<file path="config.mk">
export PLATFORM = sky130hd
export DESIGN_NAME = tdle_ctrl
export DESIGN_NICKNAME = d
export VERILOG_FILES = /design/src/sv/tdle_pkg.sv /design/src/sv/tdle_ctrl.sv
export SDC_FILE = /design/constraint.sdc
export NUM_CORES = 1
export LEC_CHECK = 0
export BUFFER_PORTS_ARGS = -buffer_cell sky130_fd_sc_hd__buf_2
export CAP_MARGIN = 20
export CORE_ASPECT_RATIO = 0.75
export CORE_UTILIZATION = 54
export CTS_BUF_LIST = sky130_fd_sc_hd__clkbuf_2 sky130_fd_sc_hd__clkbuf_4 sky130_fd_sc_hd__clkbuf_8
export CTS_CLUSTER_DIAMETER = 60
export DETAILED_ROUTE_END_ITERATION = 10
export GPL_ROUTABILITY_DRIVEN = 0
export PLACE_DENSITY_LB_ADDON = 0.3
export RECOVER_POWER = 100
export SYNTH_ARGS = -nofsm -noshare
export SYNTH_HDL_FRONTEND = slang
export SYNTH_SLANG_ARGS = --single-unit
export TNS_END_PERCENT = 1
</file>
<file path="constraint.sdc">
create_clock -name clk -period 3.05 [get_ports clk]
set_input_delay 0.61 -clock clk [delete_from_list [all_inputs] [get_ports clk]]
set_output_delay 0.61 -clock clk [all_outputs]
set_load 0.05 [all_outputs]
</file>
<file path="src/sv/tdle_pkg.sv">
// Shared types and constants of the tree distance / common ancestor engine.
// Holds the command and status structs between controller and datapath; no dependencies.
package tdle_pkg;

	// Field widths
	localparam int IN_NODE_W = 16;
	localparam int LEN_W     = 30;
	localparam int DIST_W    = 47;
	localparam int DEPTH_W   = 16;

	// Index reduction runs three steps: quotient estimate, remainder, correction
	localparam int RED_CNT_W = 2;

	// Defaults for the top-level parameters
	localparam int MAX_NODES_DEF  = 65536;
	localparam int LOG_LEVELS_DEF = 16;

	// Item kinds
	localparam logic KIND_ATTACH = 1'b0;
	localparam logic KIND_QUERY  = 1'b1;

	// Commands from controller to datapath
	typedef struct packed {
		logic load;        // capture an accepted item
		logic red_step;    // one step of the node index reduction
		logic dd_sel_c;    // depth/distance port A addresses the current node
		logic wr_node;     // write depth, distance and first ancestor of new node
		logic wr_lvl;      // write next ancestor level of new node
		logic swap;        // order query nodes by depth, form depth difference
		logic p_from_tbl;  // load current node from ancestor read port A
		logic diff_shift;  // drop lowest bit of depth difference
		logic lvl_clr;     // level counter to zero
		logic lvl_top;     // level counter to highest level
		logic lvl_inc;
		logic lvl_dec;
		logic jump;        // lift both nodes where their ancestors differ
		logic sum;         // form distance sum and twice ancestor distance
		logic out_load;    // load result register
	} ctl_t;

	// Status from datapath to controller
	typedef struct packed {
		logic red_last;
		logic is_query;
		logic attach_skip;
		logic single_lvl;
		logic lvl_nx_last;
		logic lvl_at_top;
		logic lvl_zero;
		logic diff_bit;
		logic p_eq_q;
	} sts_t;

endpackage

</file>
<file path="src/sv/tdle_ctrl.sv">
// Sequencer of the tree distance / common ancestor engine.
// Depends on tdle_pkg for the command and status structs.
module tdle_ctrl
	import tdle_pkg::*;
(
	input  logic clk,
	input  logic arst_n,
	input  logic in_valid,
	output logic in_ready,
	output logic out_valid,
	input  logic out_ready,
	output ctl_t ctl,
	input  sts_t sts
);

	typedef enum logic [16:0] {
		S_IDLE  = 17'h00001,
		S_RED   = 17'h00002,
		S_DEC   = 17'h00004,
		S_AWR0  = 17'h00008,
		S_ARD   = 17'h00010,
		S_AWR   = 17'h00020,
		S_QSWAP = 17'h00040,
		S_QUP   = 17'h00080,
		S_QUPW  = 17'h00100,
		S_QCHK  = 17'h00200,
		S_QJR   = 17'h00400,
		S_QJW   = 17'h00800,
		S_QPAR  = 17'h01000,
		S_QPARW = 17'h02000,
		S_QDC   = 17'h04000,
		S_QSUM  = 17'h08000,
		S_QFIN  = 17'h10000
	} state_t;

	state_t state_q, state_d;
	logic   out_valid_q;
	logic   out_free;

	assign out_free  = !out_valid_q || out_ready;
	assign in_ready  = (state_q == S_IDLE);
	assign out_valid = out_valid_q;

	// Next state and commands
	always_comb begin
		state_d = state_q;
		ctl     = '0;
		case (state_q)
			S_IDLE: begin
				if (in_valid) begin
					ctl.load = 1'b1;
					state_d  = S_RED;
				end
			end
			S_RED: begin
				ctl.red_step = 1'b1;
				if (sts.red_last) state_d = S_DEC;
			end
			S_DEC: begin
				if (sts.is_query) state_d = S_QSWAP;
				else if (sts.attach_skip) state_d = S_IDLE;
				else state_d = S_AWR0;
			end
			S_AWR0: begin
				ctl.wr_node = 1'b1;
				state_d = sts.single_lvl ? S_IDLE : S_ARD;
			end
			S_ARD: begin
				state_d = S_AWR;
			end
			S_AWR: begin
				ctl.wr_lvl     = 1'b1;
				ctl.p_from_tbl = 1'b1;
				ctl.lvl_inc    = 1'b1;
				state_d = sts.lvl_nx_last ? S_IDLE : S_ARD;
			end
			S_QSWAP: begin
				ctl.swap    = 1'b1;
				ctl.lvl_clr = 1'b1;
				state_d     = S_QUP;
			end
			S_QUP: begin
				// a set bit issues the ancestor read now and lifts next cycle
				if (sts.diff_bit) begin
					state_d = S_QUPW;
				end else begin
					ctl.diff_shift = 1'b1;
					ctl.lvl_inc    = 1'b1;
					if (sts.lvl_at_top) state_d = S_QCHK;
				end
			end
			S_QUPW: begin
				ctl.p_from_tbl = 1'b1;
				ctl.diff_shift = 1'b1;
				ctl.lvl_inc    = 1'b1;
				state_d = sts.lvl_at_top ? S_QCHK : S_QUP;
			end
			S_QCHK: begin
				if (sts.p_eq_q) begin
					state_d = S_QDC;
				end else begin
					ctl.lvl_top = 1'b1;
					state_d     = S_QJR;
				end
			end
			S_QJR: begin
				state_d = S_QJW;
			end
			S_QJW: begin
				ctl.jump = 1'b1;
				if (sts.lvl_zero) begin
					state_d = S_QPAR;
				end else begin
					ctl.lvl_dec = 1'b1;
					state_d     = S_QJR;
				end
			end
			S_QPAR: begin
				state_d = S_QPARW;
			end
			S_QPARW: begin
				ctl.p_from_tbl = 1'b1;
				state_d        = S_QDC;
			end
			S_QDC: begin
				ctl.dd_sel_c = 1'b1;
				state_d      = S_QSUM;
			end
			S_QSUM: begin
				ctl.sum = 1'b1;
				state_d = S_QFIN;
			end
			S_QFIN: begin
				// hold until the result register is free
				if (out_free) begin
					ctl.out_load = 1'b1;
					state_d      = S_IDLE;
				end
			end
			default: begin
				state_d = S_IDLE;
			end
		endcase
	end

	// State and result valid
	always_ff @(posedge clk or negedge arst_n) begin
		if (!arst_n) begin
			state_q     <= S_IDLE;
			out_valid_q <= 1'b0;
		end else begin
			state_q <= state_d;
			if (ctl.out_load) out_valid_q <= 1'b1;
			else if (out_ready) out_valid_q <= 1'b0;
		end
	end

endmodule

</file>
# Word level (Yosys, flattened, before mapping)
# Cells that the tools add are included.
[classes]
shift = 0
n_lt_le_gt_ge = 0
add_sub_neg = 0
bitwise_logic = 0
div_mod_pow = 0
n_eq_ne = 21
reduce_logical = 6
mul = 0
muxes = 33
[ops]
columns = ["op", "n"]
rows = [
  ["$pmux 17 s17", 1],
  ["$mux 17", 6],
  ["$eq 17x1->1 const B", 1],
  ["$eq 17x10->1 const B", 1],
  ["$eq 17x11->1 const B", 1],
  ["$eq 17x12->1 const B", 1],
  ["$eq 17x13->1 const B", 1],
  ["$eq 17x14->1 const B", 1],
  ["$eq 17x15->1 const B", 1],
  ["$eq 17x16->1 const B", 1],
  ["$eq 17x17->1 const B", 1],
  ["$eq 17x2->1 const B", 1],
  ["$eq 17x3->1 const B", 1],
  ["$eq 17x4->1 const B", 1],
  ["$eq 17x5->1 const B", 1],
  ["$eq 17x6->1 const B", 1],
  ["$eq 17x7->1 const B", 1],
  ["$eq 17x8->1 const B", 1],
  ["$eq 17x9->1 const B", 1],
  ["$mux 1", 17],
  ["$mux 15", 1],
  ["$mux 13", 1],
  ["$mux 10", 1],
  ["$mux 5", 2],
  ["11 further kinds", 14],
]
[word_totals]
in_bits = 13
memories = 0
mem_bits_rw = 0
latchBits = 0
ff_bits = 18
rom_bits = 0

# Logic depth before layout (Yosys ltp)
# Gate-level depths: netlist of run 1.
[logic_depth]
ltp_word = 5
mapped_depth = 8

# Worst setup path after synthesis of run 1
# No wires, ideal clock.
[synth_path]
path_type = "register -> output"
startpoint = "register state_q[12]"
endpoint = "output ctl[9] (netlist bit)"
path_stages_with_launch = 5
t_required_ns = 2.440
slack_ns = -0.908
t_arrival_ns = 3.348
path_cell_list = "dfrtp_1 > or4_1 > or3_1 > nor4_1 > buf_4"
[synth_rtl]
columns = ["item", "line_no", "source"]
rows = [
  ["from (decl)", "tdle_ctrl.sv:36", "state_t state_q, state_d;"],
  ["from (signal assigned)", "tdle_ctrl.sv:152", "state_q <= state_d;"],
  ["to (decl)", "tdle_ctrl.sv:12", "output ctl_t ctl,"],
]

==> parameters.txt, run 1 <==
Parameter                              Value

Power
  Power density of the placed cells    623 nW/um^2
  Worst VDD drop    approximately 0.65 mV
  Leakage    0.771 nW

Worst setup path
  Count of buffering cells on the critical path with inverters included    3
  Crit path max-delay cell type    or4_1
  Max FO, Critical Path    6
  Worst reg2reg path startpoint    state_q[12]
  Element type at the critical path end    output port
  Delay of the slowest cell on the worst path    0.54 ns
  Required time worst endpoint    between 2 and 2.5 ns
  Count of cell instances traversed by the critical path    7
  Critical path start-end classification    flip-flop to output port
  Capturing instance or port of the critical path    ctl[7]
  Data arrival time at the worst-slack endpoint    roughly 2.5 ns
  Kind of cell adding the most delay to the critical path    simple AND/OR/NAND/NOR gates
  Flop-to-flop setup slack    0.64 ns
  Reg2reg end    state_q[0]
  Worst-path cell chain    nor4_4 > buf_4 > nand2_1 > or4_1 > o21a_1 > inv_1 > buf_6
  Crit. Startpoint    state_q[1]
  Worst reg-to-reg path cell count    6
  Crit path launch type    flip-flop

CTS
  Clock latency on the worst-skew pair    0.30 ns
  Num Clock Sinks    18
  Clock tree from TritonCTS    yes
  Num CTS Buffers    3
  Clock-pin transition on the worst setup and hold timing paths    0.10 ns
  CTS H-tree lvls    1
  Maximum buffer depth of the clock tree    2
  Root buffer cell    clkbuf_4

Route
  Initial DRC Count    127
  # DRC    0
  Drt total wl    3.69 mm
  Remaining antenna violation count after routing    0
  Router iterations before antenna repair    5
  Average vias per placed instance    6.73
  Mean routed wirelength per cell    roughly 19 um
  Total via count after detailed routing    1,306

Timing
  F_max    between 300 and 400 MHz
  Crit path setup slack, layout    -0.0156 ns
  Setup violations, final    4
  Relative slew slack    0.354
  Number of max-slew violations in the final report    0
  Period minus WS final    just over 3 ns
  Count of endpoints failing hold in the final timing report    0
  RSZ-0062 raised after global routing    yes
  Final period util    1.01
  Final clock skew    around 0.00083 ns
  Tightest Pin Transition    roughly 0.97 ns

Synth
  Area contributors post-synth    dfrtp_1, nor2_1, nand2b_1
  Netlist area before placement    1200 sq um
  Flop and latch count out of synthesis    18
  Count of unique library cells instantiated by Yosys    46
  Share of async-settable or async-resettable flops after synthesis    1.00
  Total nets after synthesis    between 100 and 150
  Share of synthesized area occupied by flip-flops and latches    0.377
  Synth Instances    between 100 and 150
  Dominant register cell in the synthesized netlist    dfrtp_1
  Fraction of post-synthesis cell area in the top cell type by area    0.355
  Count of flip-flops with a built-in enable after synthesis    0
  Cell type with the highest aggregate area in the netlist    dfrtp_1
  Average cell area after synthesis    ~9.2 sq um
  Warnings from Yosys    0

Global route
  GRT Resource Usage Total    0.302
  Met1 usage in global routing    0.397
  Global-route wire length before repair    ~5.5 mm
  Antenna violations before repair    0
  Met3 Usage GRT    0.0793
  Total congestion overflow    0
  Number of global-route vias before repair    1,157
  Pin count of the biggest net entering global routing    19
  Met2 usage    0.474
  GR peak layer    met2

Floorplanning
  Number of standard-cell rows in the floorplan    14
  Die height    42.8 um
  Core Box Area    2050 sq um
  Total I/O pin count    30
  Total die area    2410 sq um
  X dimension of the die    56.4 um
  Starting density of the core    0.585

Status
  Violations in the final reports    negative setup slack
  Outcome    finished with violations

Min path
  Min-Delay Path Class    input pin to asynchronous set/reset pin

Cells and area
  Fraction of layout instances using a drive strength above 1    0.412
  Number of diodes added for antenna fixing    0
  Final-stage net count    between 150 and 200
  Area growth from synthesis to layout    28.8%
  Util after Layout    0.753

Flow run
  Max-cap violations    0

Placed design
  Number of port buffers    29
  Total half-perimeter wirelength after legalization and detailed placement    2.35 mm
  Worst slack after detailed placement    0.263 ns
==> cells by family after synthesis <==
logic type | count (synthesis) | share of synthesized area
buffers and inverters | 14 | 0.0511
flip-flops | 18 | 0.377
AO/OA/AOI/OAI | 16 | 0.0960
multiplexers | 1 | 0.0125
XOR/XNOR | 3 | 0.0219
AND/OR/NAND/NOR | 79 | 0.442
==> worst min-delay path by stage <==
stage	startpoint	endpoint	cells past startpoint
6_report	arst_n	state_q[1]	1
5_1_grt	sts[6]	state_q[3]	2
4_1_cts	arst_n	state_q[14]	1
3_5_place_dp	state_q[11]	state_q[11]	1
3_3_place_gp	arst_n	state_q[1]	1
2_1_floorplan	arst_n	out_valid	0
==> layout make-up <==
type | instances | area [sq um]
timing repair buffer | 39 | 244
inverter | 10 | 37.5
clock buffer | 4 | 30.0
multi-input combinational | 99 | 743
sequential | 18 | 459
tap | 24 | 30.0
fill | 145 | 505
==> per-layer routing <==
metal  up-vias  wire (um)
met3        29        464
li1        568          -
met1       597       1400
met5         -          0
met4         0        166
met2       112       1660
==> cells in the final DEF, fill, tap and decap left out, types with 2 or more instances in the layout <==
| cell type | instances |
|---|---|
| nand3_1 | 4 |
| nand2_1 | 5 |
| xor2_1 | 2 |
| nor4b_2 | 2 |
| inv_1 | 9 |
| and2_1 | 4 |
| dfrtp_2 | 6 |
| nand3b_1 | 2 |
| nor4b_1 | 2 |
| nor4_1 | 5 |
| clkbuf_1 | 2 |
| nor3_2 | 2 |
| or3_1 | 4 |
| o21ai_0 | 5 |
| or4_4 | 3 |
| buf_2 | 20 |
| or2_2 | 3 |
| clkbuf_4 | 5 |
| nor4_4 | 4 |
| nand4_1 | 3 |
| nor2_1 | 12 |
| nand2b_1 | 7 |
| and4b_1 | 2 |
| o32ai_1 | 2 |
| dfrtp_1 | 11 |
| nor3_1 | 4 |
| buf_6 | 3 |
| buf_4 | 12 |
==> state kept, by name (all words and copies together) (netlist names) <==
signal / cells
out_valid: 1
state_q: 17
==> Yosys cell counts (2+ instances only) <==
library cell	count
dfrtp_1	17
nor2_1	12
inv_1	9
nand2b_1	7
nor4_1	7
nand2_1	6
nor3_1	6
o21ai_0	5
or3_1	5
and2_1	4
nand3_1	4
nand4_1	3
nor4b_1	3
or2_2	3
and4b_1	2
buf_4	2
nand3b_1	2
nor4_4	2
o32ai_1	2
or4_1	2
or4_4	2
xor2_1	2
==> power by group <==
group / switching (mW) / total [mW] / internal, mW
sequential: 0.0549 / 0.321 / 0.266
clock: 0.0759 / 0.136 / 0.0601
combinational: 0.285 / 0.506 / 0.221
==> repair_timing <==
| item | 4_1_cts | 5_1_grt |
|---|---|---|
| resized for setup | 3 | 24 |
| setup endpoints to repair | 5 | 11 |
| hold buffers | 0 | 0 |
| pin swaps | 2 | 3 |
| setup buffers | 4 | 6 |
| cloned | 0 | 0 |
==> per-stage QoR <==
| step | hold WS, ns | power, mW | setup TNS, ns | area [sq um] | cells |
|---|---|---|---|---|---|
| finish | 0.425 | 0.962 | -0.0353 | 1540 | 194 |
| global route | 0.457 | 1.01 | -0.605 | 1540 | 194 |
| CTS | 0.225 | 0.879 | -0.00520 | 1440 | 188 |
| detailed placement | 0.543 | 0.723 | 0 | 1370 | 180 |
| global placement | 0.555 | 0.705 | 0 | 1370 | 180 |
| floorplan | 0.314 | 0.644 | -0.234 | 1220 | 131 |
No activity file was read; power rests on OpenSTA's default activity.
==> run 2, diff against run 1 <==
--- a/config.mk
+++ b/config.mk
@@ -18,4 +18,3 @@
 export SYNTH_ARGS = -nofsm -noshare
 export SYNTH_HDL_FRONTEND = slang
 export SYNTH_SLANG_ARGS = --single-unit
-export TNS_END_PERCENT = 1
==> run 2 against run 1 <==
Against the previous run: the run still ends with negative setup slack left; combinational power rose by 2%; wire length is 4.8% higher; critical path depth fell by 1; global-route usage unchanged; clock skew rose by 0.0096 ns; cell area unchanged; worst setup slack worse by 0.029 ns.
==> parameters.txt, run 2 (synthesis gave the netlist of run 1 again) <==
Parameter                              Value

CTS
  Num CTS Buffers    3
  Clock tree from TritonCTS    yes
  Num Clock Sinks    18
  Clock-pin transition on the worst setup and hold timing paths    0.11 ns
  Root buffer cell    clkbuf_4
  CTS H-tree lvls    1
  Number of hold buffers added after CTS    0
  Clock latency on the worst-skew pair    0.32 ns
  Maximum buffer depth of the clock tree    2

Cells and area
  Most common library cell in the layout ignoring fill and taps    buf_2
  Largest reg by FF count    state_q
  Top library cells by usage in the layout, fill and taps aside    buf_2, buf_4, nor2_1
  Final-stage net count    ~180
  Fraction of layout instances using a drive strength above 1    0.418
  Util after Layout    0.753
  Final Instance Count excl. Fillers    194
  Flip-flop count of the largest register, all copies and words added    17
  Number of diodes added for antenna fixing    0
  Area growth from synthesis to layout    28.8%
  Final instance area    1540 sq um

Worst setup path
  Element type at the critical path end    output port
  Crit path max-delay cell type    dfrtp_2
  Kind of cell adding the most delay to the critical path    simple AND/OR/NAND/NOR gates
  Worst reg-to-reg path cell count    6
  Count of buffering cells on the critical path with inverters included    1
  Max FO, Critical Path    6
  Data arrival time at the worst-slack endpoint    approximately 2.5 ns
  Worst-path cell chain    nor4_4 > nand4_1 > nand2b_1 > or3b_1 > nor2_1 > clkbuf_4
  Critical path start-end classification    flip-flop to output port
  Count of cell instances traversed by the critical path    6
  Delay of the slowest cell on the worst path    0.47 ns
  Crit path launch type    flip-flop
  Required time worst endpoint    about 2.4 ns

Timing
  F_max    approximately 320 MHz
  Setup violations, final    4
  Crit path setup slack, layout    -0.0444 ns
  Worst Hold Margin    0.419 ns
  Tightest Pin Transition    0.988 ns
  Final period util    1.01
  Final clock skew    between 0.01 and 0.015 ns
  Relative slew slack    0.341
  Count of endpoints failing hold in the final timing report    0
  Period minus WS final    approximately 3.1 ns
  Number of max-slew violations in the final report    0
  Total Negative Setup Slacks    -0.0819 ns

Status
  Outcome    finished with violations
  Violations in the final reports    negative setup slack

Route
  Average vias per placed instance    6.75
  Total via count after detailed routing    1,310
  Mean routed wirelength per cell    roughly 20 um
  Initial DRC Count    114
  Drt total wl    just under 4 mm
  # DRC    0
  Remaining antenna violation count after routing    0
  Router iterations before antenna repair    5

Placed design
  Total half-perimeter wirelength after legalization and detailed placement    2.35 mm
  Number of port buffers    29
  Worst slack after detailed placement    0.263 ns
  Post-DP Area    roughly 1400 sq um
  Number of placed cells counting well taps    180

Floorplanning
  Total die area    2410 sq um
  Total I/O pin count    30
  Core Box Area    2050 sq um
  X dimension of the die    around 56 um
  Die height    42.8 um
  Number of standard-cell rows in the floorplan    14
  Starting density of the core    0.585

Global route
  GRT Resource Usage Total    0.302
  Total congestion overflow    0
  Number of global-route vias before repair    1,157
  Antenna violations before repair    0
  Global-route wire length before repair    approximately 5.5 mm
  Pin count of the biggest net entering global routing    19

Flow run
  Max-cap violations    0

Power
  Power density of the placed cells    636 nW/um^2
  Total power consumption of the routed design    0.982 mW
  Worst VDD drop    0.654 mV
  Leakage    0.772 nW

Min path
  Min-Delay Path Class    input pin to asynchronous set/reset pin
## run 2: cell counts in the layout (fill, tap and decap cells not counted)
Identical to the previous run, type by type.
## run 2: path summary, 6_finish.rpt
path                        startpoint           to  slack [ns]
hold reg to reg            state_q[13]  state_q[13]        0.57
setup / recovery            state_q[1]       ctl[3]       -0.04
hold / removal                  arst_n  state_q[14]        0.42
setup reg to reg           state_q[12]   state_q[0]        0.63
max in group asynchronous       arst_n  state_q[13]        1.96
min in group clk                sts[6]   state_q[3]        0.44
## run 2: layer usage
metal | track usage | wire length (um) | vias to the layer above
met2 | 0.474 | 1710 | 112
met3 | 0.0793 | 476 | 23
met5 | 0 | 0 | -
met4 | 0.132 | 163 | 0
li1 | - | - | 566
met1 | 0.397 | 1520 | 609
## run 2: final cells by class
cell class	count	area (sq um)
multi-input combinational	99	747
tap	24	30.0
clock buffer	4	30.0
fill	144	505
inverter	10	37.5
timing repair buffer	39	240
sequential	18	459
## run 2: repair_timing
action | 4_1_cts | 5_1_grt
resized for setup | 3 | 24
buffers inserted | 4 | 6
pin swaps | 2 | 3
cloned | 0 | 0
endpoints found under the setup margin | 5 | 11
## run 2: where the power goes
part           switching [mW]  internal (mW)
Combinational           0.296          0.221
Sequential             0.0555          0.266
Clock                  0.0835         0.0601
==> run 3, diff against run 2 <==
--- a/config.mk
+++ b/config.mk
@@ -5,9 +5,9 @@
 export SDC_FILE = /design/constraint.sdc
 export NUM_CORES = 1
 export LEC_CHECK = 0
+export ABC_AREA = 0
 export BUFFER_PORTS_ARGS = -buffer_cell sky130_fd_sc_hd__buf_2
 export CAP_MARGIN = 20
-export CORE_ASPECT_RATIO = 0.75
 export CORE_UTILIZATION = 54
 export CTS_BUF_LIST = sky130_fd_sc_hd__clkbuf_2 sky130_fd_sc_hd__clkbuf_4 sky130_fd_sc_hd__clkbuf_8
 export CTS_CLUSTER_DIAMETER = 60
==> run 3 against run 2 <==
Against the previous run: the run now ends clean; register-to-register slack better by 0.11 ns; via count down 6.6%; die area about the same; fmax up 2.8%; clock skew up 0.0011 ns; sequential power about the same; count of clock-buffer cells in the layout unchanged; critical endpoint is now ctl[8]; worst setup slack better by 0.084 ns; final cell count down 0.52%; critical path depth down 1; wire length down 19%.
==> parameters.txt, run 3 (synthesis gave the netlist of run 1 again) <==
Parameter                              Value

Floorplanning
  X dimension of the die    49.1 um
  Total die area    between 2000 and 2500 sq um
  Die height    between 40 and 50 um
  Number of standard-cell rows in the floorplan    16
  Core Box Area    2020 sq um
  Total I/O pin count    30
  Starting density of the core    0.593

Power
  Worst VDD drop    0.457 mV
  Total power consumption of the routed design    between 0.8 and 0.9 mW
  Leakage    0.755 nW
  Power density of the placed cells    590 nW/um^2

Cells and area
  Final-stage net count    between 150 and 200
  Most common library cell in the layout ignoring fill and taps    buf_2
  Fraction of layout instances using a drive strength above 1    0.373
  Largest reg by FF count    state_q
  Flip-flop count of the largest register, all copies and words added    17
  Final Instance Count excl. Fillers    slightly below 200
  Sequential cell area    between 400 and 500 sq um
  Fillcell total    ~140
  Number of diodes added for antenna fixing    0
  Top library cells by usage in the layout, fill and taps aside    buf_2, dfrtp_1, nor2_1
  Area growth from synthesis to layout    24.7%
  Area occupied by multi-input gates    731 sq um

Timing
  Period minus WS final    3.01 ns
  Number of max-slew violations in the final report    0
  Final clock skew    0.0116 ns
  F_max    around 330 MHz
  Count of endpoints failing hold in the final timing report    0
  Relative slew slack    0.362
  Final period util    0.987
  Total Negative Setup Slacks    0 ns
  Tightest Pin Transition    0.958 ns
  Setup violations, final    0
  Worst Hold Margin    0.432 ns

Global route
  Number of global-route vias before repair    1,092
  Total congestion overflow    0
  Antenna violations before repair    0
  GRT Resource Usage Total    0.271
  Pin count of the biggest net entering global routing    19
  Global-route wire length before repair    5.05 mm

CTS
  Num Clock Sinks    18
  Maximum buffer depth of the clock tree    2
  Clock-pin transition on the worst setup and hold timing paths    0.11 ns
  Root buffer cell    clkbuf_4
  Number of hold buffers added after CTS    0
  Clock tree from TritonCTS    yes
  CTS H-tree lvls    1
  Clock latency on the worst-skew pair    between 0.2 and 0.3 ns
  Num CTS Buffers    3

Worst setup path
  Crit path launch type    flip-flop
  Required time worst endpoint    approximately 2.4 ns
  Delay of the slowest cell on the worst path    0.48 ns
  Max FO, Critical Path    7
  Critical path start-end classification    flip-flop to output port
  Data arrival time at the worst-slack endpoint    2.40 ns
  Element type at the critical path end    output port
  Cell occurring most often along the worst timing path    or3_1
  Crit path max-delay cell type    dfrtp_1
  Worst-path cell chain    or3_4 > or3_1 > or3_1 > nand3_1 > clkbuf_4

Placed design
  Total half-perimeter wirelength after legalization and detailed placement    approximately 2.2 mm
  Number of port buffers    29
  Number of placed cells counting well taps    about 180

Route
  Mean routed wirelength per cell    16.2 um
  # DRC    0
  Total via count after detailed routing    1,224
  Drt total wl    3.12 mm
  Router iterations before antenna repair    7
  Average vias per placed instance    6.34
  Initial DRC Count    around 80
  Remaining antenna violation count after routing    0

Status
  Outcome    finished clean

Flow run
  Max-cap violations    0

Min path
  Min-Delay Path Class    input pin to asynchronous set/reset pin
-- run 3: changes by cell type in the layout (fill, tap and decap cells not counted) --
cell      delta
buf_2        -1
dfrtp_2      -3
clkbuf_4     +6
buf_4        -6
nor4_4       -1
dfrtp_1      +3
clkbuf_2     -1
or4_4        -2
buf_6        -2
nor4_2       +1
or4_1        +2
-- run 3: path summary, 6_finish.rpt --
check	from	endpoint	slack, ns	depth (start not counted)
worst max-delay path	state_q[10]	ctl[8]	0.04	5
worst min-delay path	arst_n	state_q[16]	0.43	1
worst max register to register	state_q[12]	state_q[0]	0.74	6
worst min register to register	state_q[4]	state_q[5]	0.62	2
max in group asynchronous	arst_n	state_q[2]	1.96	1
min in group clk	sts[6]	state_q[3]	0.49	2
-- run 3: area by class of cell --
type | count | area share
Timing Repair Buffer | 35 | 0.139
Multi-Input combinational cell | 99 | 0.489
Sequential cell | 18 | 0.305
Clock buffer | 4 | 0.0201
Inverter | 10 | 0.0251
Tap cell | 27 | 0.0226
-- run 3: repair_timing --
action | 4_1_cts | 5_1_grt
setup buffers | 3 | 3
pin swaps | 2 | 3
endpoints found under the setup margin | 3 | 11
gates resized for setup | 0 | 17
-- run 3: through the flow --
| stage | utilization | cell area, sq um | setup WS (ns) |
|---|---|---|---|
| 3_5_place_dp | 0.679 | 1370 | 0.262 |
| 4_1_cts | 0.705 | 1430 | 0.00655 |
| 3_3_place_gp | 0.679 | 1370 | 0.327 |
| 2_1_floorplan | - | 1220 | -0.234 |
| 5_1_grt | 0.739 | 1500 | -0.0234 |
| 6_report | 0.739 | 1500 | 0.0395 |
-- run 3: power by group --
group,internal [mW],switching (mW),total [mW]
clock,0.0597,0.0716,0.131
sequential,0.266,0.0540,0.320
combinational,0.183,0.248,0.431
total,0.509,0.374,0.882
-- run 3: critical path, delay by kind of cell (launching register included) --
kind | cells | cell delay [ns]
flops | 1 | 0.48
simple gates | 4 | 1.37
buf+inv | 1 | 0.26
-- run 3: per-layer routing --
| layer | GRT usage | part of all wire | vias to the layer above |
|---|---|---|---|
| li1 | - | - | 561 |
| met1 | 0.366 | 0.41 | 567 |
| met2 | 0.434 | 0.48 | 80 |
| met3 | 0.0405 | 0.089 | 16 |
| met4 | 0.108 | 0.029 | 0 |
| met5 | 0 | 0 | - |
